File: src/rtl/address_lease_table_top_defines.svh
// Assertion macros for the lease table.
`ifndef ADDRESS_LEASE_TABLE_TOP_DEFINES_SVH
`define ADDRESS_LEASE_TABLE_TOP_DEFINES_SVH
`ifndef SYNTHESIS
`define ALT_ASSERT_IMPL(label, clk, rst_n, ante, cons) \
    label: assert property (@(posedge clk) disable iff (!rst_n) (ante) |-> (cons)) \
        else $error("assertion failed");
`define ALT_ASSERT_NEXT(label, clk, rst_n, ante, cons) \
    label: assert property (@(posedge clk) disable iff (!rst_n) (ante) |=> (cons)) \
        else $error("assertion failed");
`else
`define ALT_ASSERT_IMPL(label, clk, rst_n, ante, cons)
`define ALT_ASSERT_NEXT(label, clk, rst_n, ante, cons)
`endif
`endif

File: src/rtl/alt_pkg.sv
`default_nettype none
package alt_pkg;
    localparam int PoolEntries = 256;
    localparam int IdxW = $clog2(PoolEntries);
    localparam int CntW = $clog2(PoolEntries + 1);

    localparam logic [2:0] OP_LOAD = 3'd0;
    localparam logic [2:0] OP_CHECK = 3'd1;
    localparam logic [2:0] OP_SET_USED = 3'd2;
    localparam logic [2:0] OP_BIND = 3'd3;
    localparam logic [2:0] OP_REQUEST = 3'd4;
    localparam logic [2:0] OP_FIND_FREE = 3'd5;

    localparam logic [1:0] TAG_REAL = 2'd0;
    localparam logic [1:0] TAG_ZERO = 2'd1;
    localparam logic [1:0] TAG_UNKNOWN = 2'd2;

    localparam logic [1:0] ST_DONE = 2'd0;
    localparam logic [1:0] ST_MISS = 2'd1;
    localparam logic [1:0] ST_FULL = 2'd2;

    typedef struct packed {
        logic [2:0]  opcode;
        logic [31:0] lease_address;
        logic [47:0] client_mac;
        logic [1:0]  mac_tag;
        logic [31:0] now_seconds;
        logic [31:0] lifetime_seconds;
        logic [31:0] expiry_seconds;
        logic        used_value;
    } in_item_t;

    typedef struct packed {
        logic [1:0]  status;
        logic [31:0] result_address;
        logic        renew_refused;
    } out_item_t;

    typedef struct packed {
        logic [47:0] mac;
        logic [1:0]  tag;
        logic [31:0] lifetime;
        logic [31:0] expiry;
        logic        in_use;
    } slot_rec_t;

    // Commands from controller to datapath.
    typedef struct packed {
        logic            capture;   // latch input item
        logic            rd_en;     // read slot at rd_idx
        logic [IdxW-1:0] rd_idx;
        logic            load_wr;   // append entry at filled count
        logic            upd_wr;    // write back updated slot at hit index
        logic            finish;    // form result
        logic            hit;       // a slot was found
        logic [IdxW-1:0] hit_idx;
    } dp_cmd_t;

    // Status from datapath to controller.
    typedef struct packed {
        logic [2:0]      opcode;
        logic            match;     // registered read slot matches
        logic [CntW-1:0] filled;
    } dp_stat_t;
endpackage
`default_nettype wire

File: src/rtl/alt_controller.sv
`default_nettype none
module alt_controller
    import alt_pkg::*;
(
    input  wire logic     clk,
    input  wire logic     rst_n,
    input  wire logic     in_valid,
    output logic          in_stall,
    output logic          out_valid,
    input  wire logic     out_stall,
    input  wire dp_stat_t stat,
    output dp_cmd_t       cmd
);
    typedef enum logic [2:0] {S_IDLE, S_DISPATCH, S_SCAN, S_FINISH, S_OUT} state_t;

    state_t state_reg, state_next;
    logic [CntW-1:0] idx_reg, idx_next;     // next slot to read
    logic [IdxW-1:0] hit_idx_reg, hit_idx_next;
    logic            hit_reg, hit_next;
    logic            pend_reg, pend_next;   // a read is in flight
    logic            out_valid_next;
    logic            write_back;

    assign in_stall = (state_reg != S_IDLE);
    assign write_back = (stat.opcode == OP_SET_USED) || (stat.opcode == OP_BIND);

    always_comb
    begin
        state_next     = state_reg;
        idx_next       = idx_reg;
        hit_idx_next   = hit_idx_reg;
        hit_next       = hit_reg;
        pend_next      = 1'b0;
        out_valid_next = out_valid;
        cmd            = '0;
        cmd.rd_idx     = idx_reg[IdxW-1:0];
        cmd.hit        = hit_reg;
        cmd.hit_idx    = hit_idx_reg;
        case (state_reg)
            S_IDLE:
            begin
                if (in_valid)
                begin
                    cmd.capture = 1'b1;
                    state_next  = S_DISPATCH;
                end
            end
            S_DISPATCH:
            begin
                idx_next = '0;
                hit_next = 1'b0;
                if (stat.opcode == OP_LOAD || stat.opcode > OP_FIND_FREE)
                begin
                    state_next = S_FINISH;
                end
                else
                begin
                    state_next = S_SCAN;
                end
            end
            S_SCAN:
            begin
                if (pend_reg && stat.match)
                begin
                    hit_next   = 1'b1;
                    state_next = S_FINISH;
                end
                else if (idx_reg < stat.filled)
                begin
                    cmd.rd_en = 1'b1;
                    pend_next = 1'b1;
                    idx_next  = idx_reg + 1'b1;
                    hit_idx_next = idx_reg[IdxW-1:0];
                end
                else if (!pend_reg)
                begin
                    state_next = S_FINISH;
                end
            end
            S_FINISH:
            begin
                cmd.finish  = 1'b1;
                cmd.load_wr = (stat.opcode == OP_LOAD) &&
                              (stat.filled < CntW'(PoolEntries));
                cmd.upd_wr  = hit_reg && write_back;
                out_valid_next = 1'b1;
                state_next  = S_OUT;
            end
            S_OUT:
            begin
                if (!out_stall)
                begin
                    out_valid_next = 1'b0;
                    state_next     = S_IDLE;
                end
            end
            default:
            begin
                state_next = S_IDLE;
            end
        endcase
    end

    always_ff @(posedge clk or negedge rst_n)
    begin
        if (!rst_n)
        begin
            state_reg   <= S_IDLE;
            idx_reg     <= '0;
            hit_idx_reg <= '0;
            hit_reg     <= 1'b0;
            pend_reg    <= 1'b0;
            out_valid   <= 1'b0;
        end
        else
        begin
            state_reg   <= state_next;
            idx_reg     <= idx_next;
            hit_idx_reg <= hit_idx_next;
            hit_reg     <= hit_next;
            pend_reg    <= pend_next;
            out_valid   <= out_valid_next;
        end
    end
endmodule
`default_nettype wire

File: config.mk
export PLATFORM = sky130hd
export DESIGN_NAME = alt_controller
export DESIGN_NICKNAME = d
export VERILOG_FILES = /design/src/rtl/address_lease_table_top_defines.svh /design/src/rtl/alt_pkg.sv /design/src/rtl/alt_controller.sv
export SDC_FILE = /design/constraint.sdc
export NUM_CORES = 1
export LEC_CHECK = 0
export BUFFER_PORTS_ARGS = -buffer_cell sky130_fd_sc_hd__buf_2
export CAP_MARGIN = 5
export CORE_MARGIN = 4
export CORE_UTILIZATION = 53
export CTS_BUF_LIST = sky130_fd_sc_hd__clkbuf_4 sky130_fd_sc_hd__clkbuf_8
export DETAILED_ROUTE_END_ITERATION = 12
export HOLD_SLACK_MARGIN = 0.08
export PLACE_DENSITY = 0.81
export SYNTH_ARGS = -nofsm -noshare
export SYNTH_HDL_FRONTEND = slang
export SYNTH_SLANG_ARGS = --single-unit
File: constraint.sdc
create_clock -name clk -period 2.7 [get_ports clk]
set_input_delay 0.54 -clock clk [delete_from_list [all_inputs] [get_ports clk]]
set_output_delay 0.54 -clock clk [all_outputs]
set_load 0.02 [all_outputs]
Word-level counts from Yosys, hierarchy flattened
Cells that the tools add are included.

storage, ports and cells
  flip-flop bits (word level) = 23
  bits of input ports = 17

cells by class
  $add $sub $neg = 1
  magnitude comparators = 3
  equal/unequal tests = 13
  muxes and demuxes = 20
  bitwise logic cells = 1
  reduce and logical (&&, ||, !) cells = 15

operator list
  kind                                                   number
  2-to-1 mux 3 bit                                       6
  2-to-1 mux 9 bit                                       2
  case mux 9 bit (2 select lines)                        1
  case mux 3 bit (5 select lines)                        1
  == test 3 x 2 -> 1 bit (second input constant)         4
  != test 2 bit (second input constant)                  5
  adder 9 x 1 -> 9 bit (second input constant)           1
  < comparator 9 bit                                     1
  < comparator 9 bit (second input constant)             1
  2-to-1 mux 1 bit                                       8
  logical NOT 3 bit                                      2
  != test 3 bit (second input constant)                  2
  AND reduction 3 bit                                    2
  case mux 1 bit (2 select lines)                        2
  AND reduction 2 bit                                    2
  AND reduction 4 bit                                    1
  nonzero test 2 bit                                     2
  == test 3 x 1 -> 1 bit (second input constant)         1
  == test 3 bit (second input constant)                  1
  greater-than comparator 3 bit (second input constant)  1
  logical AND 1 bit                                      3
  nonzero test 3 bit                                     1
  logical OR 1 bit                                       2
  inverter 1 bit                                         1

Depth between registers and ports, before layout
Gate-level depths: netlist (run 1).

  depth in word-level cells = 4
  depth in mapped cells = 9

Worst setup path after synthesis (run 1)
Ideal clock, no wire load.

  path kind = input-to-output
  start point = in stat[4] (netlist name)
  end point = out cmd[20] (netlist name)
  arrival = 1.861 ns
  required time = 2.160 ns
  path slack = 0.299 ns
  stages on the path = 8
  buffers on the path = 3
  cells stage by stage = inv_1 -> ha_1 -> a211oi_1 -> o211ai_1 -> a211oi_2 -> buf_6 -> buf_12 -> buf_4

between the ends
  cells in the longest elaborated chain, start to end = 4

ends and longest elaborated chain
  item                           line                  source
  start, declared                alt_controller.sv:11  input wire dp_stat_t stat,
  < comparator 9 bit             alt_controller.sv:68  else if (idx_reg < stat.filled)
  2-to-1 mux 1 bit (3 in a row)  -
  end, declared                  alt_controller.sv:12  output dp_cmd_t cmd

Every way passes these cells.

==> flow_summary.json, run 1 <==
{
  "start_util_pct": 57.0,
  "leakage_uw": 0.000856,
  "vias_per_cell": 5.70,
  "num_vias": 1203,
  "syn_area_per_cell_um2": 9.72,
  "synth_nets": 174,
  "tns_ns": 0,
  "slew_headroom_pct": 66.3,
  "ios": 41,
  "combPwrFrac_pct": 50.3,
  "setup_violations": 0,
  "grt_pass1_vias": 1139,
  "drv_cap": 0,
  "grtUsageMet1_pct": 22.2,
  "worst_pin_slew_ns": 0.505,
  "gr-usage-met2_pct": 33.2,
  "core.rowCount": 18,
  "synth_edf_count": 0,
  "cts_sinks": 23,
  "synth_flop_cell": "dfrtp_1",
  "hold_viol": 0,
  "ys_seq_area_share_pct": 40.0,
  "cp_max_fo": 6,
  "synthToLayoutAreaGrowth_pct": 12.6,
  "place_area_um2": 1560,
  "gp_congestion": 0.775,
  "worstSetupEndpointType": "primary output",
  "fill_cells": 214,
  "power.density_nw_per_um2": 919,
  "grt_pass1_wl_um": 5040,
  "ys_seq_elements": 23,
  "drt_pass1_iterations": 4,
  "h-tree-depth": 1,
  "synthArstFlopShare_pct": 100,
  "antenna_found_initial": 0,
  "tritoncts": "built",
  "core_area_um2": 2520,
  "startpoint_type": "flip-flop",
  "required_ns": 2.16,
  "slew_violations": 0,
  "critPathKind": "flip-flop to primary output",
  "clk_latency_ns": 0.31,
  "post-route-min-period_ns": 2.56,
  "final_cell_area_um2": 1620,
  "die_w_um": 60.1,
  "syn_inst": 148,
  "clock_skew_ns": 0.00729,
  "cts_made_buffers": 3,
  "fp.dieH_um": 60.1,
  "diodes": 0,
  "clkPwrFrac_pct": 10.8,
  "grt_max_degree": 24,
  "hold_class": "primary input to asynchronous set/reset pin",
  "drtIter0Drc": 21,
  "grt_usage_pct": 18.5,
  "drc": 0,
  "switching_share_pct": 45.8,
  "syn_area_um2": 1440,
  "synth_cell_types": 36,
  "use_met3_pct": 3.02,
  "max_freq_mhz": 391,
  "cts.clk_slew.worst_paths_ns": 0.13,
  "hpwl_um": 2420,
  "internal-power_uw": 807,
  "finalCritPeriodShare_pct": 94.8,
  "rsz0062_at_grt": "false",
  "status": "complete, no violations",
  "cts_root_buf": "clkbuf_4",
  "place.port_buffers": 40,
  "worstPathArrival_ns": 2.02,
  "grt_overflow": 0,
  "postRouteAntennaNets": 0,
  "ys.warnings.count": 0,
  "ir_drop_mv": 0.626,
  "nets": 208,
  "drive_above_1_share_pct": 35.4,
  "postCtsHoldBufs": 0,
  "final_cell_mix": "39 x buf_2, 22 x dfrtp_1, 14 x nand2_1, 13 x inv_1, 11 x a21oi_1",
  "final_util_pct": 64.2,
  "die_area_um2": 3610,
  "avgRoutedWirePerCell_um": 15.2,
  "final_cells": 211,
  "wl_um": 3210,
  "busiest_layer": "met2",
  "seqPwrFrac_pct": 38.9,
  "largest_register_ffs": 9,
  "place_inst": 204,
  "layout_commonest_cell": "buf_2",
  "cts_buffer_depth": 2,
  "p_switching_uw": 682
}
[power groups by stage]
stage          combinational, uW  clock [uW]  sequential (uW)
2_1_floorplan                628           0              567
6_report                     748         161              579
3_3_place_gp                 698           0              578
5_1_grt                      813         178              599
3_5_place_dp                 730           0              586
4_1_cts                      733         165              578
[timing repair]
action	CTS	global route
setup endpoints to repair	0	1
gates resized for setup	0	3
setup buffers	0	3
[final timing paths]
check / start / end / slack [ns] / depth (start not counted)
worst max-delay path: idx_reg[4] / cmd[20] / 0.14 / 5
worst min-delay path: rst_n / hit_idx_reg[7] / 0.17 / 1
worst max register to register: idx_reg[4] / idx_reg[4] / 0.32 / 8
worst min register to register: idx_reg[8] / idx_reg[8] / 0.50 / 1
max in group asynchronous: rst_n / idx_reg[4] / 2.17 / 1
min in group clk: out_stall / state_reg[2] / 0.49 / 3
[worst max-delay path, stage by stage, from the launching register on]
cell      delay (ns)
dfrtp_2         0.48
ha_1            0.31
a211oi_2        0.22
o211ai_1        0.15
a211oi_2        0.35
buf_4           0.21
[routing by layer]
| layer | vias to the layer above | wire (um) | part of all wire, % |
|---|---|---|---|
| li1 | 581 | - | - |
| met1 | 576 | 1280 | 40 |
| met2 | 44 | 1710 | 53 |
| met3 | 2 | 205 | 6.4 |
| met4 | 0 | 12 | 0.37 |
| met5 | - | 0 | 0 |
[Yosys cell counts (4+ instances only)]
library cell	instances	area, um2
dfrtp_1	23	576
nand2_1	14	52.6
inv_1	13	48.8
a21oi_1	11	55.1
buf_4	10	75.1
ha_1	9	113
mux2_2	8	90.1
o21ai_0	8	40.0
a31oi_1	6	37.5
nor2_1	4	15.0
nor3_1	4	20.0
[metrics by stage]
stage / setup slack (ns) / hold slack [ns] / power [uW]
3_5_place_dp: 0.244 / 0.483 / 1320
2_1_floorplan: 0.299 / 0.244 / 1190
5_1_grt: 0.0345 / 0.206 / 1590
6_report: 0.142 / 0.169 / 1490
4_1_cts: 0.0264 / 0.190 / 1480
3_3_place_gp: 0.312 / 0.480 / 1280
[logic make-up after synthesis]
family | count (synthesis) | share of synthesized area (%)
flip-flops | 23 | 40.0
AND/OR/NAND/NOR | 41 | 15.4
XOR/XNOR | 1 | 0.609
AO/OA/AOI/OAI | 37 | 17.5
buffers and inverters | 29 | 12.4
multiplexers | 8 | 6.26
adder cells (fa/ha/maj) | 9 | 7.83
[layout make-up]
class	instances	area [um2]	area share (%)
inverters	13	48.8	3.01
well taps	30	37.5	2.32
multi-input cells	96	689	42.5
clock inverters	1	5.00	0.309
clock buffers	3	22.5	1.39
flip-flops and latches	23	577	35.6
repair buffers	45	240	14.8
(Power assumes the default switching activity.)
==> inputs of run 2 (changes only) <==
Settings changed: RECOVER_POWER set to 25.
==> flow_summary.json, run 2 (same netlist as run 1, synthesis figures left out) <==
{
  "cts_made_buffers": 3,
  "postLayoutSetupSlackWorst_ns": 0.140,
  "status": "complete, no violations",
  "drive_above_1_share_pct": 34.8,
  "critPathSlowestCell": "dfrtp_2",
  "timing.hold.ws_ns": 0.438,
  "slew_headroom_pct": 19.4,
  "multi_input_area_um2": 689,
  "grtUsageMet1_pct": 22.2,
  "worst_pin_slew_ns": 1.21,
  "slew_violations": 0,
  "cp_max_fo": 6,
  "place_inst": 204,
  "ir_drop_mv": 0.626,
  "hold_class": "primary input to asynchronous set/reset pin",
  "cts_sinks": 23,
  "worstSetupEndpointType": "primary output",
  "cp_common_cell": "a211oi_2",
  "cts.clk_slew.worst_paths_ns": 0.13,
  "cpPeakStageDelay_ns": 0.48,
  "layout_commonest_cell": "buf_2",
  "pre_cts_slack_ns": 0.244,
  "tns_ns": 0,
  "die_area_um2": 3610,
  "gr-usage-met2_pct": 33.2,
  "tritoncts": "built",
  "fill_cells": 215,
  "grt_max_degree": 24,
  "die_w_um": 60.1,
  "use_met3_pct": 3.02,
  "critPathKind": "flip-flop to primary output",
  "grt_pass1_vias": 1139,
  "path_cells": "ha_1 > a211oi_2 > o211ai_1 > a211oi_2 > buf_4",
  "ios": 41,
  "wl_um": 3200,
  "switching_share_pct": 45.8,
  "grt_usage_pct": 18.5,
  "final_cells": 211,
  "drtIter0Drc": 21,
  "hpwl_um": 2420,
  "p_switching_uw": 680,
  "core.rowCount": 18,
  "clock_skew_ns": 0.00747,
  "hold_viol": 0,
  "h-tree-depth": 1,
  "finalCritPeriodShare_pct": 94.8,
  "clk_latency_ns": 0.31,
  "drc": 0,
  "antenna_found_initial": 0,
  "place.port_buffers": 40,
  "startpoint_type": "flip-flop",
  "grt_pass1_wl_um": 5040,
  "leakage_uw": 0.000854,
  "combPwrFrac_pct": 50.3,
  "busiest_layer": "met2",
  "fp.dieH_um": 60.1,
  "postRouteAntennaNets": 0,
  "required_ns": 2.16,
  "max_freq_mhz": 391,
  "seq_area_um2": 577,
  "diodes": 0,
  "start_util_pct": 57.0,
  "drt_pass1_iterations": 4,
  "nets": 208,
  "core_area_um2": 2520,
  "postCtsHoldBufs": 0,
  "setup_violations": 0,
  "worstPathArrival_ns": 2.02,
  "rsz0062_at_grt": "false",
  "cts_buffer_depth": 2,
  "gp_congestion": 0.775,
  "power.density_nw_per_um2": 918,
  "synthToLayoutAreaGrowth_pct": 12.5,
  "vias_per_cell": 5.70,
  "num_vias": 1203,
  "seqPwrFrac_pct": 38.9,
  "grt_overflow": 0,
  "cts_root_buf": "clkbuf_4",
  "clkPwrFrac_pct": 10.8,
  "drv_cap": 0,
  "largest_register_ffs": 9,
  "post-route-min-period_ns": 2.56,
  "avgRoutedWirePerCell_um": 15.1,
  "internal-power_uw": 806,
  "final_cell_mix": "38 x buf_2, 22 x dfrtp_1, 14 x nand2_1, 13 x inv_1, 11 x a21oi_1"
}
-- run 2: layout make-up --
class | instances | area share (%)
multi-input combinational | 96 | 42.6
inverter | 13 | 3.01
sequential | 23 | 35.6
tap | 30 | 2.32
clock buffer | 3 | 1.39
timing repair buffer | 45 | 14.8
clock inverter | 1 | 0.309
-- run 2: final timing paths --
| check | slack (ns) | start | end | cells past startpoint |
|---|---|---|---|---|
| max reg2reg | 0.33 | idx_reg[4] | idx_reg[4] | 8 |
| min in group clk | 0.49 | out_stall | state_reg[2] | 3 |
| min reg2reg | 0.50 | idx_reg[8] | idx_reg[8] | 1 |
| max | 0.14 | idx_reg[4] | cmd[20] | 5 |
| min | 0.44 | rst_n | hit_idx_reg[7] | 1 |
| max in group asynchronous | 1.47 | rst_n | idx_reg[4] | 1 |
-- run 2: repair_timing --
item / in CTS / in global routing
gates resized for setup: 0 / 3
setup endpoints to repair: 0 / 1
setup buffers: 0 / 3
hold endpoints to repair: 0 / 0
-- run 2: metrics by stage --
| step | total power [uW] | utilization [%] | instance area [um2] |
|---|---|---|---|
| after floorplan | 1190 | - | 1440 |
| after global placement | 1280 | 61.9 | 1560 |
| after detailed placement | 1320 | 61.9 | 1560 |
| after CTS | 1480 | 63.0 | 1590 |
| after global routing | 1590 | 64.2 | 1620 |
| final | 1490 | 64.2 | 1620 |
-- run 2: critical path, delay by kind of cell (launching register included) --
family,cells,cell delay (ns)
AO/OA/AOI/OAI,3,0.72
flip-flops,1,0.48
adder cells (fa/ha/maj),1,0.31
buffers and inverters,1,0.21
-- run 2: layer usage --
layer	routed length, um	share of wire, %
met2	1710	54
met5	0	0
met1	1280	40
met4	12	0.38
met3	185	5.8
-- run 2: power groups by stage --
stage	combinational (uW)	clock [uW]	sequential, uW
4_1_cts	733	165	578
3_3_place_gp	698	0	578
2_1_floorplan	628	0	567
5_1_grt	813	178	599
3_5_place_dp	730	0	586
6_report	747	161	579
==> inputs of run 3 (changes only) <==
Settings changed: PLACE_DENSITY 0.81 to 0.85.
==> flow_summary.json, run 3 (same netlist as run 1, synthesis figures left out) <==
{
  "cpPeakStageDelay_ns": 0.50,
  "finalCritPeriodShare_pct": 94.4,
  "worst_pin_slew_ns": 1.19,
  "post-route-min-period_ns": 2.55,
  "place.port_buffers": 40,
  "path_cells": "ha_1 > a211oi_1 > o211ai_1 > a211oi_2 > buf_4",
  "grt_pass1_wl_um": 5520,
  "reg2reg_depth": 8,
  "core.rowCount": 18,
  "status": "complete, no violations",
  "cp_max_fo": 10,
  "postCtsHoldBufs": 0,
  "drt_pass1_iterations": 4,
  "hold_class": "primary input to asynchronous set/reset pin",
  "max_freq_mhz": 392,
  "cts_sinks": 23,
  "postLayoutSetupSlackWorst_ns": 0.150,
  "grt_max_degree": 24,
  "slew_headroom_pct": 20.8,
  "required_ns": 2.16,
  "tritoncts": "built",
  "critPathKind": "flip-flop to primary output",
  "grt_pass1_vias": 1188,
  "drive_above_1_share_pct": 33.9,
  "start_util_pct": 57.0,
  "gp_congestion": 0.830,
  "largest_register_ffs": 9,
  "critPathSlowestCell": "dfrtp_2",
  "avgRoutedWirePerCell_um": 15.1,
  "drtIter0Drc": 48,
  "vias_per_cell": 5.66,
  "clock_skew_ns": 0.000756,
  "die_area_um2": 3610,
  "final_cell_mix": "38 x buf_2, 22 x dfrtp_1, 14 x nand2_1, 13 x inv_1, 11 x a21oi_1",
  "core_area_um2": 2520,
  "power.density_nw_per_um2": 927,
  "fill_cells": 212,
  "seq_area_um2": 577,
  "hpwl_um": 2440,
  "setup_violations": 0,
  "nets": 207,
  "final_cell_area_um2": 1610,
  "grt_usage_pct": 20.4,
  "wl_um": 3180,
  "ir_drop_mv": 0.680,
  "hold_viol": 0,
  "r2r_slack_ns": 0.25,
  "die_w_um": 60.1,
  "startpoint_type": "flip-flop",
  "synthToLayoutAreaGrowth_pct": 11.8,
  "cts_buffer_depth": 2,
  "final_cells": 210,
  "place_area_um2": 1570,
  "worstPathArrival_ns": 2.01,
  "diodes": 0,
  "cts_root_buf": "clkbuf_4",
  "postRouteAntennaNets": 0,
  "cts_made_buffers": 3,
  "leakage_uw": 0.000848,
  "h-tree-depth": 1,
  "worstSetupEndpointType": "primary output",
  "layout_commonest_cell": "buf_2",
  "clk_latency_ns": 0.31,
  "slew_violations": 0,
  "cts.clk_slew.worst_paths_ns": 0.12,
  "fp.dieH_um": 60.1,
  "pre_cts_slack_ns": 0.245,
  "place_inst": 205,
  "total_power_uw": 1490,
  "antenna_found_initial": 0,
  "drv_cap": 0,
  "ios": 41,
  "multi_input_area_um2": 684,
  "num_vias": 1188,
  "timing.hold.ws_ns": 0.442,
  "drc": 0,
  "r2r-end": "idx_reg[2]",
  "timing.rr.start": "idx_reg[4]",
  "grt_overflow": 0
}
run 3: changes by cell type in the layout (fill, tap and decap cells not counted):
cell	delta
a211oi_1	+1
buf_4	-1
clkbuf_4	+1
clkinv_2	-1
a211oi_2	-1
run 3: how the worst max path moves through the flow:
stage                    start    endpoint  slack (ns)  depth (start not counted)
finish              idx_reg[4]     cmd[20]        0.15                          5
global route        idx_reg[4]     cmd[20]      -0.007                          5
global placement       stat[4]  idx_reg[4]        0.35                          9
detailed placement     stat[4]  idx_reg[2]        0.25                          9
floorplan              stat[4]     cmd[20]        0.30                          8
CTS                 idx_reg[4]     cmd[20]        0.08                          5
run 3: what timing repair did:
action,CTS,global route
endpoints found under the setup margin,0,1
gates resized for setup,0,2
hold endpoints to repair,0,0
buffers inserted,0,1
run 3: worst max-delay path: cells and delay by family (launching register included):
kind / cells / cell delay [ns]
compound gates: 3 / 0.70
fa+ha+maj: 1 / 0.31
buf+inv: 1 / 0.20
flops: 1 / 0.50
run 3: metrics by stage:
stage | TNS, ns | utilization (%)
after floorplan | 0 | -
after global placement | 0 | 62.2
after detailed placement | 0 | 62.2
after CTS | 0 | 63.4
after global routing | -0.00714 | 63.8
final | 0 | 63.8
run 3: cell type report:
class / count / area share, %
clock buffer: 4 / 1.87
multi-input combinational: 96 / 42.5
timing repair buffer: 44 / 14.4
sequential: 23 / 35.8
inverter: 13 / 3.03
tap: 30 / 2.33
run 3: power by group:
| group | switching (uW) | leakage (uW) | internal [uW] |
|---|---|---|---|
| sequential | 140 | 0.000304 | 442 |
| combinational | 436 | 0.000526 | 308 |
| clock | 98.3 | 0.0000184 | 67.7 |
| total | 675 | 0.000848 | 817 |
run 3: per-layer routing:
layer / GRT usage [%] / vias to the layer above / share of wire, %
met2: 35.2 / 39 / 54
met3: 2.81 / 2 / 6.6
met1: 25.6 / 573 / 39
met4: 7.59 / 0 / 0.38
li1: - / 574 / -
met5: 0 / - / 0
